===== config.mk =====
export PLATFORM = sky130hd
export DESIGN_NAME = cscan_disk_request_scheduler_unit
export DESIGN_NICKNAME = d
export VERILOG_FILES = /design/src/csd_pkg.sv /design/src/csd_ram.sv /design/src/csd_datapath.sv /design/src/csd_ctrl.sv /design/src/cscan_disk_request_scheduler_unit.sv
export VERILOG_INCLUDE_DIRS = /design/src /design/src/src
export SDC_FILE = /design/constraint.sdc
export NUM_CORES = 1
export LEC_CHECK = 0
export BUFFER_PORTS_ARGS = -buffer_cell sky130_fd_sc_hd__buf_4
export CELL_PAD_IN_SITES_DETAIL_PLACEMENT = 1
export CELL_PAD_IN_SITES_GLOBAL_PLACEMENT = 2
export CORE_UTILIZATION = 54
export CTS_BUF_LIST = sky130_fd_sc_hd__clkbuf_2
export DETAILED_ROUTE_END_ITERATION = 8
export GPL_ROUTABILITY_DRIVEN = 0
export MAX_ROUTING_LAYER = met4
export PLACE_DENSITY_LB_ADDON = 0.1
export SYNTH_ARGS = -nofsm -noshare
export SYNTH_HDL_FRONTEND = slang
export SYNTH_HIERARCHICAL = 1
export SYNTH_SLANG_ARGS = --single-unit

===== constraint.sdc =====
create_clock -name clk -period 15.3 [get_ports clk]
set_input_delay 2.295 -clock clk [delete_from_list [all_inputs] [get_ports clk]]
set_output_delay 2.295 -clock clk [all_outputs]
set_load 0.01 [all_outputs]

===== src/assert_macros.svh =====
// assertion helpers for the rtl
`ifndef ASSERT_MACROS_SVH
`define ASSERT_MACROS_SVH

// checked on every rising clock edge outside reset
`define CSD_ASSERT(lbl, prop, msg) \
	lbl: assert property (@(posedge clk) disable iff (!arst_n) (prop)) \
		else $error(msg);

// implication form, checked outside reset
`define CSD_ASSERT_IMP(lbl, pre, post, msg) \
	lbl: assert property (@(posedge clk) disable iff (!arst_n) (pre) |-> (post)) \
		else $error(msg);

`endif


===== src/csd_pkg.sv =====
package csd_pkg;

	localparam int CSD_QUEUE_DEPTH = 16;

	localparam int CSD_TRACK_W = 10;
	localparam int CSD_BLK_W   = 4;
	localparam int CSD_NBLK_W  = 8;
	localparam int CSD_TAG_W   = 6;

	localparam int CSD_IN_DATA_W  = 48;
	localparam int CSD_IN_USER_W  = 2;
	localparam int CSD_OUT_DATA_W = 32;
	localparam int CSD_OUT_USER_W = 3;

	// action codes
	localparam logic [1:0] ACT_ENQUEUE  = 2'd0;
	localparam logic [1:0] ACT_DISPATCH = 2'd1;
	localparam logic [1:0] ACT_COMPLETE = 2'd2;

	// result status codes
	localparam logic [1:0] STAT_OK    = 2'd0;
	localparam logic [1:0] STAT_FULL  = 2'd1;
	localparam logic [1:0] STAT_EMPTY = 2'd2;

	// one queued request, track in the lowest bits
	typedef struct packed {
		logic [CSD_TAG_W-1:0]   tag;
		logic                   is_read;
		logic                   unit;
		logic [CSD_NBLK_W-1:0]  num_blocks;
		logic [CSD_BLK_W-1:0]   first_block;
		logic [CSD_TRACK_W-1:0] track;
	} csd_req_t;

	localparam int CSD_ENTRY_W = $bits(csd_req_t);

	// controller to datapath
	typedef struct packed {
		logic take;
		logic sweep;
		logic move;
		logic pick;
		logic commit;
	} csd_cmd_t;

	// datapath to controller
	typedef struct packed {
		logic is_disp;
		logic empty;
		logic full;
		logic sweep_done;
		logic out_free;
	} csd_sts_t;

endpackage


===== src/csd_ram.sv =====
module csd_ram #(
	parameter int WIDTH = 8,
	parameter int DEPTH = 16
) (
	input  logic                                  clk,
	input  logic                                  wr_en,
	input  logic [((DEPTH > 1) ? $clog2(DEPTH) : 1)-1:0] wr_addr,
	input  logic [WIDTH-1:0]                      wr_data,
	input  logic [((DEPTH > 1) ? $clog2(DEPTH) : 1)-1:0] rd_addr,
	output logic [WIDTH-1:0]                      rd_data
);

	logic [WIDTH-1:0] mem_q [DEPTH];

	always_ff @(posedge clk) begin
		if (wr_en) begin
			mem_q[wr_addr] <= wr_data;
		end
		rd_data <= mem_q[rd_addr];
	end

endmodule


===== src/csd_datapath.sv =====
module csd_datapath import csd_pkg::*; #(
	parameter int QUEUE_DEPTH = CSD_QUEUE_DEPTH
) (
	input  logic                      clk,
	input  logic                      arst_n,
	input  logic [CSD_IN_DATA_W-1:0]  in_data,
	input  logic [CSD_IN_USER_W-1:0]  in_user,
	output logic                      out_valid,
	input  logic                      out_ready,
	output logic [CSD_OUT_DATA_W-1:0] out_data,
	output logic [CSD_OUT_USER_W-1:0] out_user,
	input  csd_cmd_t                  cmd,
	output csd_sts_t                  sts
);

	localparam int IDX_W = (QUEUE_DEPTH > 1) ? $clog2(QUEUE_DEPTH) : 1;
	localparam int CNT_W = $clog2(QUEUE_DEPTH + 1);

	// captured item
	logic [1:0]             act_q;
	csd_req_t               req_q;
	logic [CSD_TRACK_W-1:0] reached_q;
	logic                   reached_ok_q;

	logic [CNT_W-1:0]       count_q;
	logic [CSD_TRACK_W-1:0] head_q;

	// read sweep over the queue
	logic [CNT_W-1:0] ptr_q;
	logic             rd_v_s1;
	logic [CNT_W-1:0] rd_idx_s1;
	logic [CNT_W-1:0] shift_wa;

	// search trackers: at or above head, and overall minimum
	logic                   hi_found_q;
	logic [IDX_W-1:0]       hi_idx_q;
	logic [CSD_TRACK_W-1:0] hi_track_q;
	csd_req_t               hi_req_q;
	logic                   lo_found_q;
	logic [IDX_W-1:0]       lo_idx_q;
	logic [CSD_TRACK_W-1:0] lo_track_q;
	csd_req_t               lo_req_q;

	logic [IDX_W-1:0] sel_idx;
	csd_req_t         sel_req;

	logic                   full;
	logic                   empty;
	logic                   issue;
	logic                   ram_we;
	logic [IDX_W-1:0]       ram_wa;
	logic [CSD_ENTRY_W-1:0] ram_wd;
	logic [CSD_ENTRY_W-1:0] ram_rd;
	csd_req_t               rd_req;

	// result register
	logic       out_valid_q;
	csd_req_t   out_req_q;
	logic [1:0] out_status_q;
	logic       out_disp_q;

	csd_req_t   res_req;
	logic [1:0] res_status;
	logic       res_disp;

	assign full     = (count_q == CNT_W'(QUEUE_DEPTH));
	assign empty    = (count_q == '0);
	assign issue    = cmd.sweep && (ptr_q < count_q);
	assign shift_wa = rd_idx_s1 - CNT_W'(1);
	assign rd_req   = csd_req_t'(ram_rd);

	assign sel_idx = hi_found_q ? hi_idx_q : lo_idx_q;
	assign sel_req = hi_found_q ? hi_req_q : lo_req_q;

	always_comb begin
		ram_we = 1'b0;
		ram_wa = count_q[IDX_W-1:0];
		ram_wd = req_q;
		if (cmd.sweep && cmd.move && rd_v_s1) begin
			ram_we = 1'b1;
			ram_wa = shift_wa[IDX_W-1:0];
			ram_wd = ram_rd;
		end else if (cmd.commit && act_q == ACT_ENQUEUE && !full) begin
			ram_we = 1'b1;
		end
	end

	csd_ram #(
		.WIDTH(CSD_ENTRY_W),
		.DEPTH(QUEUE_DEPTH)
	) u_queue (
		.clk     (clk),
		.wr_en   (ram_we),
		.wr_addr (ram_wa),
		.wr_data (ram_wd),
		.rd_addr (ptr_q[IDX_W-1:0]),
		.rd_data (ram_rd)
	);

	// capture and sweep control
	always_ff @(posedge clk or negedge arst_n) begin
		if (!arst_n) begin
			act_q      <= ACT_ENQUEUE;
			ptr_q      <= '0;
			rd_v_s1    <= 1'b0;
			hi_found_q <= 1'b0;
			lo_found_q <= 1'b0;
		end else if (cmd.take) begin
			act_q      <= in_user;
			ptr_q      <= '0;
			rd_v_s1    <= 1'b0;
			hi_found_q <= 1'b0;
			lo_found_q <= 1'b0;
		end else if (cmd.pick) begin
			ptr_q   <= CNT_W'(sel_idx) + CNT_W'(1);
			rd_v_s1 <= 1'b0;
		end else begin
			rd_v_s1 <= issue;
			if (issue) begin
				ptr_q <= ptr_q + CNT_W'(1);
			end
			if (cmd.sweep && !cmd.move && rd_v_s1) begin
				if (rd_req.track >= head_q &&
				    (!hi_found_q || rd_req.track < hi_track_q)) begin
					hi_found_q <= 1'b1;
				end
				if (!lo_found_q || rd_req.track < lo_track_q) begin
					lo_found_q <= 1'b1;
				end
			end
		end
	end

	// payload side of capture and search
	always_ff @(posedge clk) begin
		if (cmd.take) begin
			req_q        <= csd_req_t'(in_data[CSD_ENTRY_W-1:0]);
			reached_q    <= in_data[CSD_ENTRY_W +: CSD_TRACK_W];
			reached_ok_q <= in_data[CSD_ENTRY_W + CSD_TRACK_W];
		end
		if (issue) begin
			rd_idx_s1 <= ptr_q;
		end
		if (!cmd.take && cmd.sweep && !cmd.move && rd_v_s1) begin
			if (rd_req.track >= head_q &&
			    (!hi_found_q || rd_req.track < hi_track_q)) begin
				hi_idx_q   <= rd_idx_s1[IDX_W-1:0];
				hi_track_q <= rd_req.track;
				hi_req_q   <= rd_req;
			end
			if (!lo_found_q || rd_req.track < lo_track_q) begin
				lo_idx_q   <= rd_idx_s1[IDX_W-1:0];
				lo_track_q <= rd_req.track;
				lo_req_q   <= rd_req;
			end
		end
	end

	always_ff @(posedge clk or negedge arst_n) begin
		if (!arst_n) begin
			count_q <= '0;
			head_q  <= '0;
		end else if (cmd.commit) begin
			unique case (act_q)
				ACT_ENQUEUE: begin
					if (!full) begin
						count_q <= count_q + CNT_W'(1);
					end
				end
				ACT_DISPATCH: begin
					if (!empty) begin
						count_q <= count_q - CNT_W'(1);
					end
				end
				ACT_COMPLETE: begin
					if (reached_ok_q) begin
						head_q <= reached_q;
					end
				end
				default: ;
			endcase
		end
	end

	always_comb begin
		res_req    = '0;
		res_status = STAT_OK;
		res_disp   = 1'b0;
		unique case (act_q)
			ACT_ENQUEUE: begin
				if (full) begin
					res_status = STAT_FULL;
				end
			end
			ACT_DISPATCH: begin
				if (empty) begin
					res_status = STAT_EMPTY;
				end else begin
					res_req  = sel_req;
					res_disp = 1'b1;
				end
			end
			default: ;
		endcase
	end

	always_ff @(posedge clk or negedge arst_n) begin
		if (!arst_n) begin
			out_valid_q <= 1'b0;
		end else if (cmd.commit) begin
			out_valid_q <= 1'b1;
		end else if (out_ready) begin
			out_valid_q <= 1'b0;
		end
	end

	always_ff @(posedge clk) begin
		if (cmd.commit) begin
			out_req_q    <= res_req;
			out_status_q <= res_status;
			out_disp_q   <= res_disp;
		end
	end

	assign out_valid = out_valid_q;
	assign out_data  = {{(CSD_OUT_DATA_W - CSD_ENTRY_W){1'b0}}, out_req_q};
	assign out_user  = {out_disp_q, out_status_q};

	assign sts.is_disp    = (act_q == ACT_DISPATCH);
	assign sts.empty      = empty;
	assign sts.full       = full;
	assign sts.sweep_done = (ptr_q >= count_q) && !rd_v_s1;
	assign sts.out_free   = !out_valid_q || out_ready;

endmodule


===== src/csd_ctrl.sv =====
module csd_ctrl import csd_pkg::*; (
	input  logic     clk,
	input  logic     arst_n,
	input  logic     in_valid,
	output logic     in_ready,
	input  csd_sts_t sts,
	output csd_cmd_t cmd
);

	typedef enum logic [4:0] {
		S_IDLE   = 5'b00001,
		S_DECODE = 5'b00010,
		S_SCAN   = 5'b00100,
		S_SHIFT  = 5'b01000,
		S_FINISH = 5'b10000
	} csd_state_t;

	csd_state_t state_q;
	csd_state_t state_nxt;

	assign in_ready = (state_q == S_IDLE);

	always_comb begin
		state_nxt = state_q;
		cmd       = '0;
		unique case (state_q)
			S_IDLE: begin
				if (in_valid) begin
					cmd.take  = 1'b1;
					state_nxt = S_DECODE;
				end
			end
			S_DECODE: begin
				if (sts.is_disp && !sts.empty) begin
					state_nxt = S_SCAN;
				end else begin
					state_nxt = S_FINISH;
				end
			end
			S_SCAN: begin
				cmd.sweep = 1'b1;
				if (sts.sweep_done) begin
					cmd.pick  = 1'b1;
					state_nxt = S_SHIFT;
				end
			end
			S_SHIFT: begin
				cmd.sweep = 1'b1;
				cmd.move  = 1'b1;
				if (sts.sweep_done) begin
					state_nxt = S_FINISH;
				end
			end
			S_FINISH: begin
				if (sts.out_free) begin
					cmd.commit = 1'b1;
					state_nxt  = S_IDLE;
				end
			end
			default: state_nxt = S_IDLE;
		endcase
	end

	always_ff @(posedge clk or negedge arst_n) begin
		if (!arst_n) begin
			state_q <= S_IDLE;
		end else begin
			state_q <= state_nxt;
		end
	end

endmodule


===== src/cscan_disk_request_scheduler_unit.sv =====
// c-scan disk request scheduler
// input words on s_axis: tuser carries the action (enqueue, dispatch, completion),
// tdata the request fields plus the reached track for completions
// output words on m_axis: one result word per input word, tuser holds the status
// and the dispatched flag, tdata the fields of a dispatched request (zero otherwise)
// the queue keeps requests in arrival order in a single-port-read memory
// enqueue, completion, empty dispatch, unused action: the word passes through decode and
// finish, where the result is registered, and the block then returns to idle for the next word
// dispatch with queued requests: the scan state searches for the pick and the shift state
// closes the gap, with nothing to move when the newest request is picked;
// the memory is read once per entry to find the pick, then entries above it are
// moved down one slot per cycle through the same read port
// a new input word is taken the cycle after the previous result has been committed to
// the output register, even while that result still waits on m_axis_tready
// when the output register is full and not drained, the block holds its next
// result and takes no further input until the register frees up
// reset empties the queue and puts the head at track zero; no clearing pass
module cscan_disk_request_scheduler_unit
	import csd_pkg::*;
#(
	parameter int QUEUE_DEPTH = CSD_QUEUE_DEPTH
) (
	input  logic                      clk,
	input  logic                      arst_n,
	input  logic                      s_axis_tvalid,
	output logic                      s_axis_tready,
	// track, first_block, num_blocks, disk_unit, is_read, requester_tag,
	// reached_track, track_reached_valid, zero pad
	input  logic [CSD_IN_DATA_W-1:0]  s_axis_tdata,
	// action
	input  logic [CSD_IN_USER_W-1:0]  s_axis_tuser,
	output logic                      m_axis_tvalid,
	input  logic                      m_axis_tready,
	// out_track, out_first_block, out_num_blocks, out_unit, out_is_read,
	// out_tag, zero pad
	output logic [CSD_OUT_DATA_W-1:0] m_axis_tdata,
	// result_status, dispatched
	output logic [CSD_OUT_USER_W-1:0] m_axis_tuser
);

	csd_cmd_t cmd;
	csd_sts_t sts;

	// sequencer: capture, search, close the gap, commit
	csd_ctrl u_ctrl (
		.clk      (clk),
		.arst_n   (arst_n),
		.in_valid (s_axis_tvalid),
		.in_ready (s_axis_tready),
		.sts      (sts),
		.cmd      (cmd)
	);

	// queue memory, head position, search trackers and result register
	csd_datapath #(
		.QUEUE_DEPTH(QUEUE_DEPTH)
	) u_dp (
		.clk       (clk),
		.arst_n    (arst_n),
		.in_data   (s_axis_tdata),
		.in_user   (s_axis_tuser),
		.out_valid (m_axis_tvalid),
		.out_ready (m_axis_tready),
		.out_data  (m_axis_tdata),
		.out_user  (m_axis_tuser),
		.cmd       (cmd),
		.sts       (sts)
	);

`include "assert_macros.svh"

	// an empty queue can never also be full
	`CSD_ASSERT(a_full_empty, !(sts.full && sts.empty), "queue both full and empty")
	// a result only lands when the output register can take it
	`CSD_ASSERT_IMP(a_commit_free, cmd.commit, sts.out_free, "result committed over a held word")
	// the queue is only walked while it holds requests
	`CSD_ASSERT_IMP(a_sweep_nonempty, cmd.sweep, !sts.empty, "sweep over an empty queue")
	// no input is taken while an item is still being worked on
	`CSD_ASSERT_IMP(a_ready_idle, s_axis_tready, !cmd.sweep && !cmd.commit,
		"input ready during work")

endmodule

# ---- After elaboration in Yosys (flattened, before gate mapping)
# Memories as Yosys holds them, arrays and structs flattened. A register that Yosys moved wholly into a read port is not among the register bits.
# Index checks and enable logic that the tools add are counted.
dict set report classes {
  muxes 44
  eq_ne 15
  n_bitwise 1
  div 0
  n_addsub 5
  n_shift 0
  multipliers 0
  order_cmp 5
  reduce_logical 41
}
# op count
set op_table {}
lappend op_table {{$mux W30} 2}
lappend op_table {{$mux W5} 10}
lappend op_table {{$mux W1} 26}
lappend op_table {{$pmux W5 S5} 1}
lappend op_table {{$lt A10 B10 Y1} 2}
lappend op_table {{$logic_and A1 B1 Y1} 13}
lappend op_table {{$ne A2 B2 Y1 const B} 6}
lappend op_table {{$add A5 B1 Y5 const B} 2}
lappend op_table {{$eq A5 B5 Y1 const B} 2}
lappend op_table {{$ge A10 B10 Y1} 1}
lappend op_table {{$pmux W5 S2} 1}
lappend op_table {{$reduce_bool A2 Y1} 5}
lappend op_table {{$reduce_and A3 Y1} 3}
lappend op_table {{$logic_not A1 Y1} 8}
lappend op_table {{$mux W4} 2}
lappend op_table {{$reduce_and A4 Y1} 2}
lappend op_table {{$add A4 B1 Y5 const B} 1}
lappend op_table {{$eq A5 B1 Y1 const B} 1}
lappend op_table {{$eq A5 B2 Y1 const B} 1}
lappend op_table {{$eq A5 B3 Y1 const B} 1}
lappend op_table {{$eq A5 B4 Y1 const B} 1}
lappend op_table {{$ge A5 B5 Y1} 1}
lappend op_table {{$logic_not A5 Y1} 1}
lappend op_table {{$lt A5 B5 Y1} 1}
lappend op_table {{13 further kinds} 17}
dict set report totals {
  romBits 0
  register_bits 177
  output_inout_bits 37
  memories 1
  word_cells 152
  latch_bits 0
  in_bits 54
  mem_bits_rw 480
}
# name depth width read_ports rd_ports_with_merged_regs write_ports line
set mem_list {}
lappend mem_list {u_dp.u_queue.mem_q 16 30 1 1 1 csd_ram.sv:13} ;# logic [WIDTH-1:0] mem_q [DEPTH];

# ---- Longest topological paths before layout
# Gate-level depths: netlist of the first run.
dict set report logic_depth {
  ltp_word 10
  depth_mapped 14
  depth_no_buf 13
}

# ---- By module
# The synthesis of the first run kept the hierarchy.
# module cells_each n_inst area_each_um2 seq_area_each_um2
set modules_own_cells {}
lappend modules_own_cells {csd_ram 785 1 18939.4 15014.4}
lappend modules_own_cells {csd_datapath 514 1 7479.7 5034.8}
lappend modules_own_cells {csd_ctrl 34 1 327.8 126.4}

# ---- Worst setup path after synthesis of the first run
# OpenSTA, ideal clock, no wires.
dict set report synth_timing {
  path_type {input -> register}
  startpoint {input m_axis_tready}
  endpoint {memory u_dp/u_queue/mem_q[0][0] (netlist bit) (enable)}
  path_slack_ns 8.631
  setup_time_ns 0.455
  required_time_ns 14.845
  t_arrival_ns 6.214
  path_buffers 0
  stages 6
  path_cell_list {nand2b_1 and3_1 nand3_1 nand2_1 or3b_2 nor3_1}
}
# item line
set synth_rtl {}
lappend synth_rtl {{start: declaration} cscan_disk_request_scheduler_unit.sv:33} ;# input logic m_axis_tready,
lappend synth_rtl {{end: declaration} csd_ram.sv:13}

# ---- Worst setup path after layout of the first run
dict set report layout_timing {
  startpoint {register u_ctrl.state_q[2]}
  endpoint {output s_axis_tready}
}
dict set report layout_between {
  elab_chain_cells 1
}
# item line
set layout_rtl {}
lappend layout_rtl {{start: declaration} csd_ctrl.sv:18} ;# csd_state_t state_q;
lappend layout_rtl {{start signal: assignment} csd_ctrl.sv:68} ;# state_q <= state_nxt;
lappend layout_rtl {{$eq A5 B1 Y1} csd_ctrl.sv:21} ;# assign in_ready = (state_q == S_IDLE);
lappend layout_rtl {{end: declaration} cscan_disk_request_scheduler_unit.sv:26} ;# output logic s_axis_tready,
# Every way passes these cells.

==> reports/summary.txt, run 1 <==
DR DRC count = 0
Area Growth Syn to Fin = 11.6%
CORE AREA = 48,800 sq um
FILL cells = 4,326
Setup TNS Final = 0 ns
Routed via count = 13,600
Finish-stage setup viols = 0
Internal power = 3.21 mW
FP Rows = 81
Layout cells sized above 1 = 28.9%
Startpoint Class = flip-flop
Initial Utilization = 54.7%
Initial antenna violation count = 2
Status = finished clean
Global-route wire length before repair = 90,300 microns
Min-delay worst type = flip-flop to flip-flop
CTS tree = built
Worst Clk Skew = 0.0977 ns
Final wirelength = 60,600 microns
Final min period = 4.69 ns
Num ports = 91
Die footprint = 50,400 sq um
Clock root buffer = clkbuf_2
Antenna Nets Post-Route = 0
Worst Max-Slew Pin Slew = 1.04 ns
TritonRoute pass-1 iters = 5
Max Fclk = 0.213 GHz
Critical path type = flip-flop to output pin
Sink Count = 687
Per-cell routed wire length = 25.5 microns
Maximum vdd drop = 0.0783 mV
Setup Slack @ Placement = 9.98 ns
Mapped Area = 26,700 sq um
WP buf/inv = 1
Setup Buffers After CTS = 0
Die Height = 225 microns
Hold-fix buffer count after cts = 0
GRT overflow = 0
WP data required = 13.01 ns
Switching Share = 31.3%
DP HPWL = 33,800 microns
Tcrit/Tclk final = 30.6%
Maximum Capacitance Violations = 0
Clock Path Buffers = 3
Critical Path AT = 2.39 ns
CTS Buf Count = 172
Tot GR Track Use = 26.0%
Layout Nets = 1,656
CP Cell Sequence = nor2_1 > and3_4 > buf_4
Largest net degree at the start of global routing = 64
Cts repair resizes = 0
Mapped Cells = 1,331
Final Max Slew Viols = 0
Warnings, synthesis = 6
Vias in the first global route = 14,700
H-tree depth = 4
Seq pwr share = 52.2%
Detail-routed via count per cell = 5.74
PD cells = 157 nW/um^2
Comb power frac = 20.7%
Endpoint class of the critical path = output pin
Clock Latency Late Sink = 1.31 ns
Final Hold Fails = 0
Number of I/O port buffers = 81
Leakage = 10.4 nW
Syn_area_per_cell = 20.1 sq um
Sw Pwr = 1.46 mW
Register area = 20,200 sq um
Top delay family on crit path = simple AND/OR/NAND/NOR gates
Multi-input gate area = 6110 sq um
Die X = 225 microns
Crit path max fanout = 7
Worst path max stage delay = 0.47 ns
Unrepaired setup endpoints after global routing = no
Share of total power in the clock network = 27.1%
Clock slew at reported path FFs = 0.10 ns
Relative slew slack = 30.2%
Final WS setup = 10.61 ns
Slowest CP cell = dfrtp_1
Initial DRC count = 1,020
## per-stage QoR
stage                     total power, mW  hold slack [ns]  util (%)  cells  instance area [sq um]
final                                4.67            0.414      61.1   2379                  29800
after global routing                 4.92            0.442      61.1   2379                  29800
after CTS                            4.74            0.402      61.0   2375                  29800
after detailed placement             3.47            0.438      57.6   2053                  28200
after global placement               3.42            0.422      57.6   2053                  28200
after floorplan                      3.15            0.418         -   1332                  26700
## routing by layer
| metal | track usage (%) | vias up | wire, microns |
|---|---|---|---|
| li1 | - | 5969 | - |
| met5 | - | - | 0 |
| met2 | 40.6 | 472 | 29700 |
| met4 | 12.0 | 0 | 1630 |
| met1 | 32.9 | 7092 | 25800 |
| met3 | 5.64 | 115 | 3430 |
## power by group through the flow
stage | Combinational, mW | Sequential [mW] | Clock, mW
after floorplan | 0.797 | 2.36 | 0
after global routing | 1.07 | 2.46 | 1.39
after detailed placement | 0.983 | 2.49 | 0
after global placement | 0.943 | 2.48 | 0
after CTS | 0.985 | 2.44 | 1.31
final | 0.969 | 2.44 | 1.26
## state kept, by name, indices dropped and copies added (netlist names), 2 cells and up
signal / count
u_ctrl/state_q: 5
u_dp/act_q: 2
u_dp/count_q: 5
u_dp/head_q: 10
u_dp/hi_idx_q: 4
u_dp/hi_req_q: 30
u_dp/lo_idx_q: 4
u_dp/lo_req_q: 30
u_dp/out_data: 30
u_dp/out_status_q: 2
u_dp/ptr_q: 5
u_dp/rd_idx_s1: 4
u_dp/reached_q: 10
u_dp/req_q: 30
u_dp/u_queue/mem_q: 480
u_dp/u_queue/rd_data: 30
## cell type report
| type | instances | share of cell area, % |
|---|---|---|
| flip-flops and latches | 687 | 67.7 |
| multi-input cells | 542 | 20.5 |
| clock buffers | 253 | 4.25 |
| repair buffers | 114 | 2.87 |
| well taps | 664 | 2.79 |
| clock inverters | 69 | 1.32 |
| inverters | 46 | 0.579 |
| diodes | 4 | 0.0336 |
## worst register-to-register path, delay by kind of cell (launching register included)
kind,cells,cell delay (ns)
simple gates,5,2.04
buf+inv,2,1.09
flops,1,0.47
compound gates,1,0.21
xor+xnor,1,0.19
## path summary, 6_finish.rpt
kind,startpoint,end,cells past startpoint,slack (ns)
setup / recovery,u_ctrl/state_q[2],s_axis_tready,3,10.61
min in group asynchronous,arst_n,u_dp/out_valid,1,0.92
hold reg to reg,u_dp/u_queue/rd_data[0],u_dp/hi_req_q[0],0,0.41
setup reg to reg,u_ctrl/state_q[3],u_dp/u_queue/mem_q[14][3],9,10.90
hold / removal,u_dp/u_queue/rd_data[0],u_dp/hi_req_q[0],0,0.41
max in group asynchronous,arst_n,u_dp/ptr_q[1],1,14.03
## cell usage in the layout (no fill, tap or decap), drive strengths merged, types with 5 or more instances in the layout
master / n
edfxtp: 626
clkbuf: 253
mux4: 120
buf: 114
nor2: 67
a22oi: 60
clkinv: 55
nand2: 52
inv: 52
mux2: 41
ha: 38
mux2i: 34
dfxtp: 30
dfrtp: 30
o21ai: 18
a21oi: 15
nand2b: 10
nor3: 10
xnor2: 8
nand3: 7
nand3b: 6
a211oi: 6
nor2b: 6
a21o: 5
(Power assumes the default switching activity.)
==> run 2, diff against run 1 <==
- CORE_UTILIZATION: 54 -> 50
- clock period: 15.3 -> 4.65 ns (I/O delays scaled with it)
==> run 2 against run 1 <==
Effect of this change: cell count grew 5.3%; critical endpoint is now u_dp/u_queue/mem_q[11][16]; register-to-register slack lost 10 ns; clock power grew to 3.3 times the previous value; largest power group unchanged; largest cell class unchanged.
==> reports/summary.txt, run 2 (synthesized netlist as in run 1, its figures left out) <==
Layout cells sized above 1 = 28.4%
Post-route cell area = 31,000 sq um
Area Growth Syn to Fin = 16.0%
Detail-routed via count per cell = 5.54
Initial DRC count = 886
Num ports = 91
H-tree depth = 4
Status = finished clean
Max Fclk = 0.262 GHz
Top delay family on crit path = simple AND/OR/NAND/NOR gates
Clock Path Buffers = 3
Setup Slack @ Placement = 0.873 ns
Largest Register = u_dp/u_queue/mem_q
Cts repair resizes = 0
Endpoint class of the critical path = flip-flop
Initial Utilization = 50.8%
Critical path type = flip-flop to flip-flop
PD cells = 500 nW/um^2
Die Height = 233 microns
Clock root buffer = clkbuf_2
Multi-input gate area = 6140 sq um
Slowest CP cell = o21ai_1
Antenna Nets Post-Route = 0
CTS Buf Count = 176
Die footprint = 54,400 sq um
CTS tree = built
Total power = 15.5 mW
CP Cell Sequence = xnor2_1 > nor4_4 > nand3_2 > o21ai_1 > nand2_1 > nor2_4 > buf_12
Initial antenna violation count = 5
Final wirelength = 61,300 microns
CORE AREA = 52,700 sq um
Layout Nets = 1,760
Leakage = 10.9 nW
Final min period = 3.82 ns
Sink Count = 687
Worst path max stage delay = 0.87 ns
WP buf/inv = 1
WP data required = 5.68 ns
Final WS setup = 0.827 ns
Routed via count = 13,900
FILL cells = 4,740
Register area = 20,200 sq um
Hold-fix buffer count after cts = 92
FP Rows = 84
GRT overflow = 0
Hold slack = 0.220 ns
Global-route wire length before repair = 91,300 microns
Clock slew at reported path FFs = 0.11 ns
Startpoint Class = flip-flop
Most frequent cells in the layout = edfxtp_1, clkbuf_2, buf_4
Final Hold Fails = 0
DR DRC count = 0
TritonRoute pass-1 iters = 5
Commonest non-fill, non-tap cell in the layout = edfxtp_1
Post-placement cell area = 28,400 sq um
Vias in the first global route = 15,000
Die X = 233 microns
Tot GR Track Use = 24.4%
Per-cell routed wire length = 24.5 microns
Tcrit/Tclk final = 82.2%
Setup Buffers After CTS = 0
Number of I/O port buffers = 81
Worst Max-Slew Pin Slew = 1.17 ns
Clock Latency Late Sink = 1.38 ns
Maximum vdd drop = 0.397 mV
Max reg flops = 480
Maximum Capacitance Violations = 0
Finish-stage setup viols = 0
Largest net degree at the start of global routing = 124
Final Max Slew Viols = 0
Unrepaired setup endpoints after global routing = no
Critical Path AT = 4.85 ns
DP HPWL = 34,400 microns
Worst Clk Skew = 0.0772 ns
Min-delay worst type = input pin to flip-flop
Setup TNS Final = 0 ns
Relative slew slack = 21.4%
Crit path max fanout = 15
## run 2: routing by layer
metal,vias to the layer above,wire length [microns],global-route usage [%]
met5,-,0,-
met4,0,1450,9.68
met3,118,3210,5.14
met2,373,30800,39.0
met1,7202,25900,30.7
li1,6177,-,-
## run 2: per-stage QoR
| stage | cells | util (%) |
|---|---|---|
| after floorplan | 1332 | - |
| after global routing | 2503 | 58.9 |
| after CTS | 2500 | 58.9 |
| after global placement | 2085 | 54.0 |
| final | 2505 | 58.9 |
| after detailed placement | 2085 | 54.0 |
## run 2: worst paths after layout
path                                               to  cells past startpoint                     start  slack, ns
max                        u_dp/u_queue/mem_q[11][16]                      7         u_ctrl/state_q[2]       0.83
min reg2reg                         u_dp/hi_req_q[18]                      0  u_dp/u_queue/rd_data[18]       0.45
min in group asynchronous              u_dp/head_q[9]                      4                    arst_n       0.36
max reg2reg                u_dp/u_queue/mem_q[11][16]                      7         u_ctrl/state_q[2]       0.83
max in group asynchronous           u_ctrl/state_q[0]                      4                    arst_n       4.02
min                                 u_ctrl/state_q[0]                      4             s_axis_tvalid       0.22
## run 2: power breakdown
group,internal (mW),switching [mW]
Sequential,7.44,0.369
Clock,1.78,2.44
Combinational,1.50,1.98
## run 2: final cells by class
cell class | instances | share of cell area (%)
flip-flops and latches | 687 | 65.1
multi-input cells | 542 | 19.8
repair buffers | 214 | 6.40
clock buffers | 274 | 4.42
well taps | 688 | 2.78
clock inverters | 49 | 0.952
inverters | 46 | 0.557
diodes | 5 | 0.0403
## run 2: worst reg2reg max path: stages (launching register included)
cell,delay (ns)
dfrtp_1,0.46
xnor2_1,0.19
nor4_4,0.32
nand3_2,0.27
o21ai_1,0.88
nand2_1,0.48
nor2_4,0.62
buf_12,0.26
==> run 3, diff against run 2 <==
- CORE_UTILIZATION: 50 -> 46
- clock period: 4.65 -> 3.05 ns (I/O delays scaled with it)
==> run 3 against run 2 <==
Effect of this change: routed wire length up 3.6%; critical endpoint is now u_dp/act_q[1]; largest cell class unchanged; critical path type unchanged; critical path depth down 1; cell area up 1.9%; global-route usage down 1.5 points; flip-flop and latch count unchanged; hold slack better by 0.13 ns; non-clock buffer count up 37; worst setup slack worse by 0.63 ns; maximum frequency up 34%; sequential share of layout area down 1.2 points; die area up 8.6%; utilization down 4.0 points.
==> reports/summary.txt, run 3 (synthesized netlist as in run 1, its figures left out) <==
Status = finished clean
Fin cells = 2,608
Die Height = 243 microns
Initial DRC count = 865
Final Max Slew Viols = 0
Max Fclk = 0.350 GHz
Clock slew at reported path FFs = 0.12 ns
Crit path max fanout = 42
PD cells = 760 nW/um^2
CTS Buf Count = 173
H-tree depth = 4
Number of I/O port buffers = 81
Reg2reg setup slack = 0.20 ns
Routed via count = 14,000
FP Rows = 88
Commonest non-fill, non-tap cell in the layout = edfxtp_1
Worst Clk Skew = 0.0814 ns
DR DRC count = 0
Most frequent cells in the layout = edfxtp_1, clkbuf_2, buf_4
Finish-stage setup viols = 0
Max reg flops = 480
Num ports = 91
Setup TNS Final = 0 ns
Initial Utilization = 46.4%
Worst Reg2Reg Path Length in Cells = 6
Critical Path AT = 4.06 ns
WP data required = 4.26 ns
Initial antenna violation count = 4
Final wirelength = 63,600 microns
CORE AREA = 57,600 sq um
Min-delay src = s_axis_tdata[7]
Unrepaired setup endpoints after global routing = yes
CTS tree = built
Largest net degree at the start of global routing = 124
Area Growth Syn to Fin = 18.2%
R2R Path End = u_dp/act_q[1]
Die footprint = 59,100 sq um
Critical path type = flip-flop to flip-flop
Startpoint Class = flip-flop
Leakage = 11.1 nW
RR Startpoint = u_ctrl/state_q[2]
Detail-routed via count per cell = 5.38
Endpoint class of the critical path = flip-flop
CP endpoint = u_dp/act_q[1]
Layout Nets = 1,794
Per-cell routed wire length = 24.4 microns
Final min period = 2.85 ns
Maximum vdd drop = 0.493 mV
Vias in the first global route = 15,400
Largest Register = u_dp/u_queue/mem_q
Sink Count = 687
Global-route wire length before repair = 94,600 microns
Worst Max-Slew Pin Slew = 1.07 ns
Hold slack = 0.350 ns
Die X = 243 microns
Min-delay worst type = input pin to flip-flop
Antenna Nets Post-Route = 0
Tcrit/Tclk final = 93.6%
TritonRoute pass-1 iters = 5
Maximum Capacitance Violations = 0
GRT overflow = 0
Worst setup path start = u_ctrl/state_q[2]
DP HPWL = 35,600 microns
Relative slew slack = 28.3%
Clock root buffer = clkbuf_2
Tot GR Track Use = 22.9%
Layout cells sized above 1 = 30.7%
Final Hold Fails = 0
Clock Path Buffers = 3
Placed cell count = 2,191
Clock Latency Late Sink = 1.35 ns
## run 3: cell type report
type / count / area [sq um]
diodes: 10 / 25.0
clock buffers: 275 / 1380
clock inverters: 32 / 265
fillers: 5292 / 26000
inverters: 46 / 173
multi-input cells: 542 / 6220
flip-flops and latches: 687 / 20200
well taps: 765 / 957
repair buffers: 251 / 2410
## run 3: what timing repair did
| item | 4_1_cts | 5_1_grt |
|---|---|---|
| hold endpoints to repair | 157 | 0 |
| setup buffers | 0 | 4 |
| hold buffers | 96 | 0 |
| resized for setup | 0 | 14 |
| setup endpoints to repair | 0 | 400 |
## run 3: worst max-delay path, stage by stage (launching register included)
cell           delay, ns
dfrtp_1             0.48
nor2_2              0.18
and3_4              0.24
and2_4              0.23
buf_4               0.65
mux2_1              0.38
dlygate4sd3_1       0.56
## run 3: through the flow
stage | cell area [sq um] | util [%] | worst slack (ns) | power (mW)
after floorplan | 26900 | - | 0.00230 | 15.9
after global placement | 28900 | 50.1 | 0.149 | 17.5
after detailed placement | 28900 | 50.1 | 0.0386 | 17.7
after CTS | 31500 | 54.7 | 0.00347 | 24.3
after global routing | 31600 | 54.9 | -0.0155 | 25.3
final | 31600 | 54.9 | 0.196 | 24.0
## run 3: layer usage
metal  wire [microns]  part of all wire [%]  global-route usage [%]  up-vias
li1                 -                     -                       -     6245
met1            27900                    44                    29.3     7339
met3             2730                   4.3                    4.52       91
met4             1340                   2.1                    8.51        0
met2            31600                    50                    36.4      353
met5                0                     0                       -        -
## run 3: power breakdown
part	switching, mW	leakage [nW]	internal [mW]	total (mW)
clock network	3.66	1.26	2.77	6.43
logic	3.20	3.54	2.50	5.70
registers	0.528	6.30	11.3	11.9
## run 3: worst min path at each step
stage,endpoint,slack [ns],cells after the start
after CTS,u_dp/req_q[7],0.15,3
after global routing,u_dp/req_q[22],0.24,3
final,u_dp/req_q[7],0.35,3
after floorplan,u_ctrl/state_q[1],0.16,0
after global placement,u_dp/lo_req_q[11],0.42,0
after detailed placement,u_dp/out_valid,0.44,1
